`src/rtl/core/rqr_pkg.sv`:
```
package rqr_pkg;

	localparam int QUEUE_DEPTH_DEF = 16;
	localparam int MAX_BURSTS_DEF  = 4;

	localparam int ID_W     = 16;
	localparam int PROG_W   = 12;
	localparam int LVL_W    = 3;
	localparam int CNT_IN_W = 4;
	localparam int CNT_W    = 3;
	localparam int BURST_W  = 10;
	localparam int NBURST   = 4;
	localparam int TIO_W    = 17;
	localparam int OCC_W    = 5;
	localparam int OP_W     = 2;
	localparam int STS_W    = 3;
	localparam int IN_W     = 80;
	localparam int OUT_W    = 96;

	localparam logic [TIO_W-1:0] NO_IO_TIME = 17'd100000;

	typedef enum logic [OP_W-1:0] {
		OP_INSERT   = 2'd0,
		OP_REINSERT = 2'd1,
		OP_RETRIEVE = 2'd2,
		OP_REMOVE   = 2'd3
	} op_t;

	typedef enum logic [STS_W-1:0] {
		STS_OK       = 3'd0,
		STS_EMPTY    = 3'd1,
		STS_FULL     = 3'd2,
		STS_NOTFOUND = 3'd3,
		STS_BURSTS   = 3'd4
	} status_t;

	typedef enum logic [2:0] {
		S_IDLE,
		S_POP,
		S_SCAN,
		S_SHIFT,
		S_RESP
	} state_t;

	typedef struct packed {
		logic [NBURST-1:0][BURST_W-1:0] bursts;
		logic [CNT_W-1:0]               burst_count;
		logic [LVL_W-1:0]               level_id;
		logic [PROG_W-1:0]              progress;
		logic [ID_W-1:0]                proc_id;
	} entry_t;

	typedef struct packed {
		logic [4:0]          pad;
		logic [BURST_W-1:0]  burst_d;
		logic [BURST_W-1:0]  burst_c;
		logic [BURST_W-1:0]  burst_b;
		logic [BURST_W-1:0]  burst_a;
		logic [CNT_IN_W-1:0] burst_count;
		logic [LVL_W-1:0]    level_id;
		logic [PROG_W-1:0]   progress;
		logic [ID_W-1:0]     proc_id;
	} in_data_t;

	typedef struct packed {
		logic [OCC_W-1:0]   occupancy;
		logic [TIO_W-1:0]   time_to_io;
		logic [BURST_W-1:0] out_burst_d;
		logic [BURST_W-1:0] out_burst_c;
		logic [BURST_W-1:0] out_burst_b;
		logic [BURST_W-1:0] out_burst_a;
		logic [CNT_W-1:0]   out_burst_count;
		logic [LVL_W-1:0]   out_level_id;
		logic [PROG_W-1:0]  out_progress;
		logic [ID_W-1:0]    out_proc_id;
	} out_data_t;

	typedef struct packed {
		status_t          status;
		entry_t           ent;
		logic [TIO_W-1:0] tio;
	} res_t;

endpackage

```
`src/rtl/core/ready_queue_with_removal_core.sv`:
```
// Insert, reinsert and any refused command go straight to the response step; retrieve
// first reads the head entry; remove scans from the head for the id and, unless the match
// is the last entry, moves each later entry one slot back to close the gap.
// One item at a time; the entry memory moves one entry per cycle in scan and compaction.
// A new word is taken while the last result waits. Reset clears the count, head pointer
// and control; memory is not cleared.
module ready_queue_with_removal_core
	import rqr_pkg::*;
#(
	parameter int QUEUE_DEPTH = QUEUE_DEPTH_DEF,
	parameter int MAX_BURSTS  = MAX_BURSTS_DEF
) (
	input  logic             clk,
	input  logic             arst_n,
	input  logic             s_tvalid,
	output logic             s_tready,
	// proc_id, progress, level_id, burst_count, burst_a, burst_b, burst_c, burst_d
	input  logic [IN_W-1:0]  s_tdata,
	// operation
	input  logic [OP_W-1:0]  s_tuser,
	output logic             m_tvalid,
	input  logic             m_tready,
	// out_proc_id, out_progress, out_level_id, out_burst_count, out_burst_a,
	// out_burst_b, out_burst_c, out_burst_d, time_to_io, occupancy
	output logic [OUT_W-1:0] m_tdata,
	// status
	output logic [STS_W-1:0] m_tuser
);

	localparam int AW = $clog2(QUEUE_DEPTH);
	localparam int CW = $clog2(QUEUE_DEPTH + 1);

	function automatic logic [AW-1:0] phys(input logic [AW-1:0] base, input logic [CW-1:0] off);
		logic [AW:0] sum;
		sum = {1'b0, base} + (AW+1)'(off);
		if (sum >= (AW+1)'(QUEUE_DEPTH)) begin
			sum = sum - (AW+1)'(QUEUE_DEPTH);
		end
		return sum[AW-1:0];
	endfunction

	state_t         state_q, state_d;
	logic [AW-1:0]  head_q, head_d;
	logic [CW-1:0]  count_q, count_d;
	logic [CW-1:0]  rd_off_q, rd_off_d;
	logic [CW-1:0]  wr_off_q, wr_off_d;
	logic           cmp_s1, cmp_d;
	logic [CW-1:0]  cmp_off_s1, cmp_off_d;
	logic           sh_s1, sh_d;
	logic [ID_W-1:0] id_q, id_d;
	res_t           res_q, res_d;
	logic           m_tvalid_q, load_out;
	logic [OUT_W-1:0] m_tdata_q;
	logic [STS_W-1:0] m_tuser_q;

	logic           mem_we;
	logic [AW-1:0]  mem_waddr;
	entry_t         mem_wdata;
	entry_t         rd_data;
	logic [AW-1:0]  rd_addr;
	logic [TIO_W-1:0] tio;

	in_data_t       in_w;
	op_t            in_op;
	logic [NBURST-1:0][BURST_W-1:0] in_bursts;
	entry_t         new_ent;
	out_data_t      out_w;

	assign in_w      = in_data_t'(s_tdata);
	assign in_op     = op_t'(s_tuser);
	assign in_bursts = {in_w.burst_d, in_w.burst_c, in_w.burst_b, in_w.burst_a};
	assign rd_addr   = phys(head_q, rd_off_q);
	assign s_tready  = (state_q == S_IDLE);

	always_comb begin
		new_ent.proc_id     = in_w.proc_id;
		new_ent.progress    = (in_op == OP_REINSERT) ? in_w.progress : '0;
		new_ent.level_id    = in_w.level_id;
		new_ent.burst_count = in_w.burst_count[CNT_W-1:0];
		for (int k = 0; k < NBURST; k++) begin
			new_ent.bursts[k] = (CNT_IN_W'(k) < in_w.burst_count) ? in_bursts[k] : '0;
		end
	end

	rqr_mem #(
		.DEPTH(QUEUE_DEPTH),
		.AW   (AW)
	) u_mem (
		.clk  (clk),
		.we   (mem_we),
		.waddr(mem_waddr),
		.wdata(mem_wdata),
		.raddr(rd_addr),
		.rdata(rd_data)
	);

	rqr_tio u_tio (
		.ent(rd_data),
		.tio(tio)
	);

	always_comb begin
		state_d    = state_q;
		head_d     = head_q;
		count_d    = count_q;
		rd_off_d   = rd_off_q;
		wr_off_d   = wr_off_q;
		cmp_d      = cmp_s1;
		cmp_off_d  = cmp_off_s1;
		sh_d       = sh_s1;
		id_d       = id_q;
		res_d      = res_q;
		mem_we     = 1'b0;
		mem_waddr  = phys(head_q, wr_off_q);
		mem_wdata  = rd_data;
		load_out   = 1'b0;
		case (state_q)
			S_IDLE: begin
				if (s_tvalid) begin
					id_d         = in_w.proc_id;
					res_d        = '0;
					res_d.status = STS_OK;
					case (in_op)
						OP_INSERT, OP_REINSERT: begin
							if (in_w.burst_count > CNT_IN_W'(MAX_BURSTS)) begin
								res_d.status = STS_BURSTS;
							end else if (count_q >= CW'(QUEUE_DEPTH)) begin
								res_d.status = STS_FULL;
							end else begin
								mem_we    = 1'b1;
								mem_waddr = phys(head_q, count_q);
								mem_wdata = new_ent;
								count_d   = count_q + CW'(1);
							end
							state_d = S_RESP;
						end
						OP_RETRIEVE: begin
							if (count_q == '0) begin
								res_d.status = STS_EMPTY;
								state_d      = S_RESP;
							end else begin
								state_d = S_POP;
							end
						end
						default: begin
							// remove by id: the head is being read this cycle
							if (count_q == '0) begin
								res_d.status = STS_EMPTY;
								state_d      = S_RESP;
							end else begin
								rd_off_d  = CW'(1);
								cmp_d     = 1'b1;
								cmp_off_d = '0;
								state_d   = S_SCAN;
							end
						end
					endcase
				end
			end
			S_POP: begin
				res_d.ent = rd_data;
				res_d.tio = tio;
				head_d    = phys(head_q, CW'(1));
				count_d   = count_q - CW'(1);
				state_d   = S_RESP;
			end
			S_SCAN: begin
				if (cmp_s1 && (rd_data.proc_id == id_q)) begin
					res_d.ent.proc_id = id_q;
					if (cmp_off_s1 == count_q - CW'(1)) begin
						count_d = count_q - CW'(1);
						state_d = S_RESP;
					end else begin
						wr_off_d = cmp_off_s1;
						rd_off_d = cmp_off_s1 + CW'(1);
						sh_d     = 1'b0;
						state_d  = S_SHIFT;
					end
				end else if (cmp_s1 && (cmp_off_s1 == count_q - CW'(1))) begin
					res_d.status = STS_NOTFOUND;
					state_d      = S_RESP;
				end else begin
					cmp_d     = (rd_off_q < count_q);
					cmp_off_d = rd_off_q;
					rd_off_d  = rd_off_q + CW'(1);
				end
			end
			S_SHIFT: begin
				// read one entry ahead, write it one slot back
				if (rd_off_q < count_q) begin
					sh_d     = 1'b1;
					rd_off_d = rd_off_q + CW'(1);
				end else begin
					sh_d = 1'b0;
				end
				if (sh_s1) begin
					mem_we   = 1'b1;
					wr_off_d = wr_off_q + CW'(1);
					if (wr_off_q == count_q - CW'(2)) begin
						count_d = count_q - CW'(1);
						sh_d    = 1'b0;
						state_d = S_RESP;
					end
				end
			end
			S_RESP: begin
				if (!m_tvalid_q || m_tready) begin
					load_out = 1'b1;
					rd_off_d = '0;
					state_d  = S_IDLE;
				end
			end
			default: begin
				state_d = S_IDLE;
			end
		endcase
	end

	always_comb begin
		out_w.out_proc_id     = res_q.ent.proc_id;
		out_w.out_progress    = res_q.ent.progress;
		out_w.out_level_id    = res_q.ent.level_id;
		out_w.out_burst_count = res_q.ent.burst_count;
		out_w.out_burst_a     = res_q.ent.bursts[0];
		out_w.out_burst_b     = res_q.ent.bursts[1];
		out_w.out_burst_c     = res_q.ent.bursts[2];
		out_w.out_burst_d     = res_q.ent.bursts[3];
		out_w.time_to_io      = res_q.tio;
		out_w.occupancy       = OCC_W'(count_q);
	end

	always_ff @(posedge clk or negedge arst_n) begin
		if (!arst_n) begin
			state_q <= S_IDLE;
		end else begin
			state_q <= state_d;
		end
	end

	always_ff @(posedge clk or negedge arst_n) begin
		if (!arst_n) begin
			head_q     <= '0;
			count_q    <= '0;
			rd_off_q   <= '0;
			wr_off_q   <= '0;
			cmp_s1     <= 1'b0;
			cmp_off_s1 <= '0;
			sh_s1      <= 1'b0;
			m_tvalid_q <= 1'b0;
		end else begin
			head_q     <= head_d;
			count_q    <= count_d;
			rd_off_q   <= rd_off_d;
			wr_off_q   <= wr_off_d;
			cmp_s1     <= cmp_d;
			cmp_off_s1 <= cmp_off_d;
			sh_s1      <= sh_d;
			if (load_out) begin
				m_tvalid_q <= 1'b1;
			end else if (m_tready) begin
				m_tvalid_q <= 1'b0;
			end
		end
	end

	always_ff @(posedge clk) begin
		id_q  <= id_d;
		res_q <= res_d;
		if (load_out) begin
			m_tdata_q <= out_w;
			m_tuser_q <= res_q.status;
		end
	end

	assign m_tvalid = m_tvalid_q;
	assign m_tdata  = m_tdata_q;
	assign m_tuser  = m_tuser_q;

	a_count_bound: assert property (@(posedge clk) disable iff (!arst_n)
		count_q <= CW'(QUEUE_DEPTH))
		else $error("entry count above queue depth");

	a_out_from_resp: assert property (@(posedge clk) disable iff (!arst_n)
		$rose(m_tvalid) |-> $past(state_q == S_RESP))
		else $error("result word raised outside the response step");

	a_pop_count: assert property (@(posedge clk) disable iff (!arst_n)
		(state_q == S_POP) |=> (count_q == $past(count_q) - CW'(1)))
		else $error("retrieve did not drop the entry count");

	a_shift_range: assert property (@(posedge clk) disable iff (!arst_n)
		(state_q == S_SHIFT && sh_s1) |-> (wr_off_q < count_q - CW'(1)))
		else $error("compaction write past the last live slot");

endmodule

```
`src/rtl/core/rqr_mem.sv`:
```
module rqr_mem
	import rqr_pkg::*;
#(
	parameter int DEPTH = QUEUE_DEPTH_DEF,
	parameter int AW    = $clog2(QUEUE_DEPTH_DEF)
) (
	input  logic          clk,
	input  logic          we,
	input  logic [AW-1:0] waddr,
	input  entry_t        wdata,
	input  logic [AW-1:0] raddr,
	output entry_t        rdata
);

	entry_t mem [DEPTH];

	always_ff @(posedge clk) begin
		if (we) begin
			mem[waddr] <= wdata;
		end
	end

	always_ff @(posedge clk) begin
		rdata <= mem[raddr];
	end

endmodule

```
`src/rtl/core/rqr_tio.sv`:
```
module rqr_tio
	import rqr_pkg::*;
(
	input  entry_t           ent,
	output logic [TIO_W-1:0] tio
);

	// first prefix sum past the progress, less the progress; NO_IO_TIME if none
	function automatic logic [TIO_W-1:0] time_left(input entry_t e);
		logic [PROG_W-1:0] sum;
		logic              found;
		logic [TIO_W-1:0]  res;
		sum   = '0;
		found = 1'b0;
		res   = NO_IO_TIME;
		for (int k = 0; k < NBURST; k++) begin
			if (!found && (CNT_W'(k) < e.burst_count)) begin
				sum = sum + PROG_W'(e.bursts[k]);
				if (sum > e.progress) begin
					res   = TIO_W'(sum - e.progress);
					found = 1'b1;
				end
			end
		end
		return res;
	endfunction

	assign tio = time_left(ent);

endmodule

```
`config.mk`:
```
export PLATFORM = sky130hd
export DESIGN_NAME = ready_queue_with_removal_core
export DESIGN_NICKNAME = d
export VERILOG_FILES = /design/src/rtl/core/rqr_pkg.sv /design/src/rtl/core/ready_queue_with_removal_core.sv /design/src/rtl/core/rqr_mem.sv /design/src/rtl/core/rqr_tio.sv
export SDC_FILE = /design/constraint.sdc
export NUM_CORES = 2
export LEC_CHECK = 0
export BUFFER_PORTS_ARGS = -buffer_cell sky130_fd_sc_hd__buf_2
export CORE_ASPECT_RATIO = 1.2
export CORE_MARGIN = 3
export CORE_UTILIZATION = 35
export DETAILED_ROUTE_END_ITERATION = 7
export GPL_TIMING_DRIVEN = 0
export PLACE_DENSITY = 0.57
export SLEW_MARGIN = 20
export SYNTH_ARGS = -nofsm -noshare
export SYNTH_HDL_FRONTEND = slang
export SYNTH_SLANG_ARGS = --single-unit
```
`constraint.sdc`:
```
create_clock -name clk -period 9.1 [get_ports clk]
set_input_delay 0.91 -clock clk [delete_from_list [all_inputs] [get_ports clk]]
set_output_delay 0.91 -clock clk [all_outputs]
set_load 0.02 [all_outputs]
```
==> out/metrics.json <==
{
  "hp-class": "input pin to async pin",
  "cts_root_buf": "clkbuf_16",
  "route.detailed.wl_per_inst_um": 25.8,
  "grt_pass1_wl_mm": 238,
  "tightest_slew_ps": 1130,
  "largest_family_of_logic_cells_by_synthesized_area": "multiplexers",
  "grt.total_usage_pct": 18.1,
  "design.final.nets": 4163,
  "muxShareOfSynthArea_pct": 11.6,
  "ioPinCount": 187,
  "setup-violations-final": 0,
  "min_period_over_period_pct": 96.7,
  "port_buffers": 181,
  "synthMostInstantiatedCell": "edfxtp_1",
  "cts.hold.buffers_added": 0,
  "timing.setup.tns_ps": 0,
  "synth_cells": 3553,
  "mappedNetlistArea_um2": 60900,
  "crit_top_cell": "ha_1",
  "die_w_um": 387,
  "dieArea_um2": 179000,
  "overflow": 0,
  "drt-pass1-iter-count": 5,
  "drv.max_cap_violation_count": 0,
  "clk-insertion-delay-late_ps": 770,
  "area.growth.synth_to_final_pct": 17.1,
  "yosysSeqAreaShare_pct": 72.0,
  "clkSinkCount": 1491,
  "starting_density_of_the_core_pct": 35.2,
  "fp.coreArea_um2": 173000,
  "cp_max_fo": 10,
  "synthTopCellsByArea": "edfxtp_1 (68%), mux4_2 (11%), nand2_1 (2.9%)",
  "clock_tree.htree_level_count": 4,
  "synth_simple_gate_area_share_pct": 6.37,
  "top_cells_by_instance_count_after_synthesis": "edfxtp_1 (1387), nand2_1 (474), mux4_2 (296)",
  "dr_total_vias": 33700,
  "cts_tree": "built",
  "synthArstFlopShare_pct": 2.01,
  "dpl.hpwl_mm": 116,
  "cts-buffers-inserted": 140,
  "final_antenna_net_count": 0,
  "timing.hold.ws_ps": 204,
  "final_layout_size_suffix_gt1_share_pct": 22.6,
  "top_reg_cell_synth": "edfxtp_1",
  "finalWorstPathRequiredPeriod_ps": 8800,
  "globalplace.congestion": 0.919,
  "yosys.area_share.xor_xnor_pct": 1.68,
  "y_dimension_of_the_die_um": 463,
  "delay_contributed_by_the_slowest_stage_of_the_critical_path_ps": 450,
  "cts.reportedPaths.clkPinSlew_ps": 70,
  "viasPerCell": 5.30,
  "antenna_found_initial": 14,
  "yosysTopAreaCell": "edfxtp_1",
  "post_synth.cell_area_avg_um2": 17.1,
  "vias_in_the_first_global_route": 34000,
  "critical_path.endpoint_type": "register",
  "synth_fp_nets": 3743,
  "slew_headroom_pct": 25.0,
  "crit_arrival_ps": 9410,
  "synthDistinctLibCells": 84,
  "fmax_mhz": 114,
  "core_utilization_of_the_finished_layout_pct": 41.3,
  "worst_setup_path_type": "register to register",
  "start_kind": "register",
  "clock_skew_ps": 31.9,
  "synth.yosys.warnings": 0,
  "synthDominantCellAreaShare_pct": 68.4,
  "clockBufferDepth": 3,
  "compound_gate_fraction_of_synth_area_pct": 4.46,
  "finalMaxSlewViolations": 0,
  "cpMaxStageDelayCell": "or3_4",
  "grt_start_max_net_pins": 57,
  "post-route-drc-count": 0,
  "synth_edf_count": 1387,
  "fp-row-count": 167,
  "status": "completed",
  "wl_mm": 164,
  "dr.first_iter.drc_count": 3266,
  "critPathRequiredTime_ps": 9700,
  "hold_violations": 0,
  "ys_ff_latch": 1491,
  "synthAdderAreaFrac_pct": 2.28
}
worst paths after layout:
check,from,end,slack [ps],cells past startpoint
max in group asynchronous,arst_n,count_q[0]$_DFFE_PN0P_,8420,1
worst max register to register,u_mem.rdata[33]$_DFF_P_,out_w[81]$_SDFFCE_PN0P_,300,38
min in group clk,s_tdata[13],id_q[13]$_DFFE_PP_,350,1
worst min-delay path,arst_n,state_q[1]$_DFFE_PN0P_,200,1
worst max-delay path,u_mem.rdata[33]$_DFF_P_,out_w[81]$_SDFFCE_PN0P_,300,38
worst min register to register,out_w[14]$_DFFE_PP_,m_tdata[14]$_DFFE_PP_,410,0
metrics by stage:
stage	worst slack [ps]	cells	area [µm²]
2_1_floorplan	1190	3553	60900
3_3_place_gp	-3320	6015	64700
3_5_place_dp	-1230	6100	66600
4_1_cts	12.4	6354	71100
5_1_grt	-15.6	6365	71300
6_report	299	6368	71300
area by class of cell:
class,count,area [µm²]
antenna,4,10.0
timing repair buffer,278,2810
sequential,1491,43900
multi-input combinational,1827,16400
tap,2281,2850
inverter,59,221
clock buffer,189,3870
fill,15400,101000
clock inverter,63,492
buffer,176,757
logic make-up (layout without fill, tap and decap cells):
family	Yosys count	count (layout)
adders and majority gates	105	105
and+or+nand+nor	863	863
xor gates and xnor gates	117	117
other	0	4
buffers and inverters	235	765
AOI/OAI and AO/OA	410	410
DFF	1491	1491
muxes	332	332
placed cells by master, fill, tap and decap left out, types with 26 or more instances in the layout:
cell	synthesis	final
a21oi_1	62	60
a31oi_1	84	84
and3_1	124	123
buf_12	0	40
buf_16	0	33
buf_2	44	223
clkbuf_1	120	148
clkbuf_16	0	143
clkinv_1	0	26
dfrtp_1	30	30
dfxtp_1	74	72
edfxtp_1	1387	1387
ha_1	94	91
inv_1	59	59
mux2_2	32	32
mux4_2	296	296
nand2_1	474	474
nand3_1	36	35
nor2_1	118	99
nor3_1	32	29
o21ai_0	108	55
o21ai_1	1	50
xnor2_1	72	71
xor2_1	45	44
flip-flops by register name, indices dropped and copies added (netlist names):
name,flops
u_mem.mem,1184
m_tdata,93
out_w,88
u_mem.rdata,74
id_q,16
cmp_off_s1,5
count_q,5
rd_off_q,5
wr_off_q,5
head_q,4
m_tuser,3
res_q,3
state_q,3
cmp_s1,1
m_tvalid,1
sh_s1,1
timing repair:
| action | 4_1_cts | 5_1_grt |
|---|---|---|
| hold endpoints to repair | 0 | 0 |
| pin swaps | 2 | 10 |
| resized for setup | 17 | 27 |
| setup buffers | 2 | 10 |
| setup endpoints to repair | 14 | 14 |
metal layers:
layer  global-route usage, %  part of all wire, %
met1                    23.6                   41
met2                    30.4                   49
met3                    3.46                  6.4
met4                    6.15                  3.3
met5                       0                0.019
critical path, delay by kind of cell, from the launching register on:
family | cells | cell delay (ps)
xor gates and xnor gates | 2 | 540
buffers and inverters | 4 | 750
AOI/OAI and AO/OA | 14 | 3490
DFF | 1 | 300
and+or+nand+nor | 14 | 2340
adders and majority gates | 4 | 1220
Power is not shown: default switching activity piles up to over one toggle a cycle in this logic, so the estimate is an artifact.
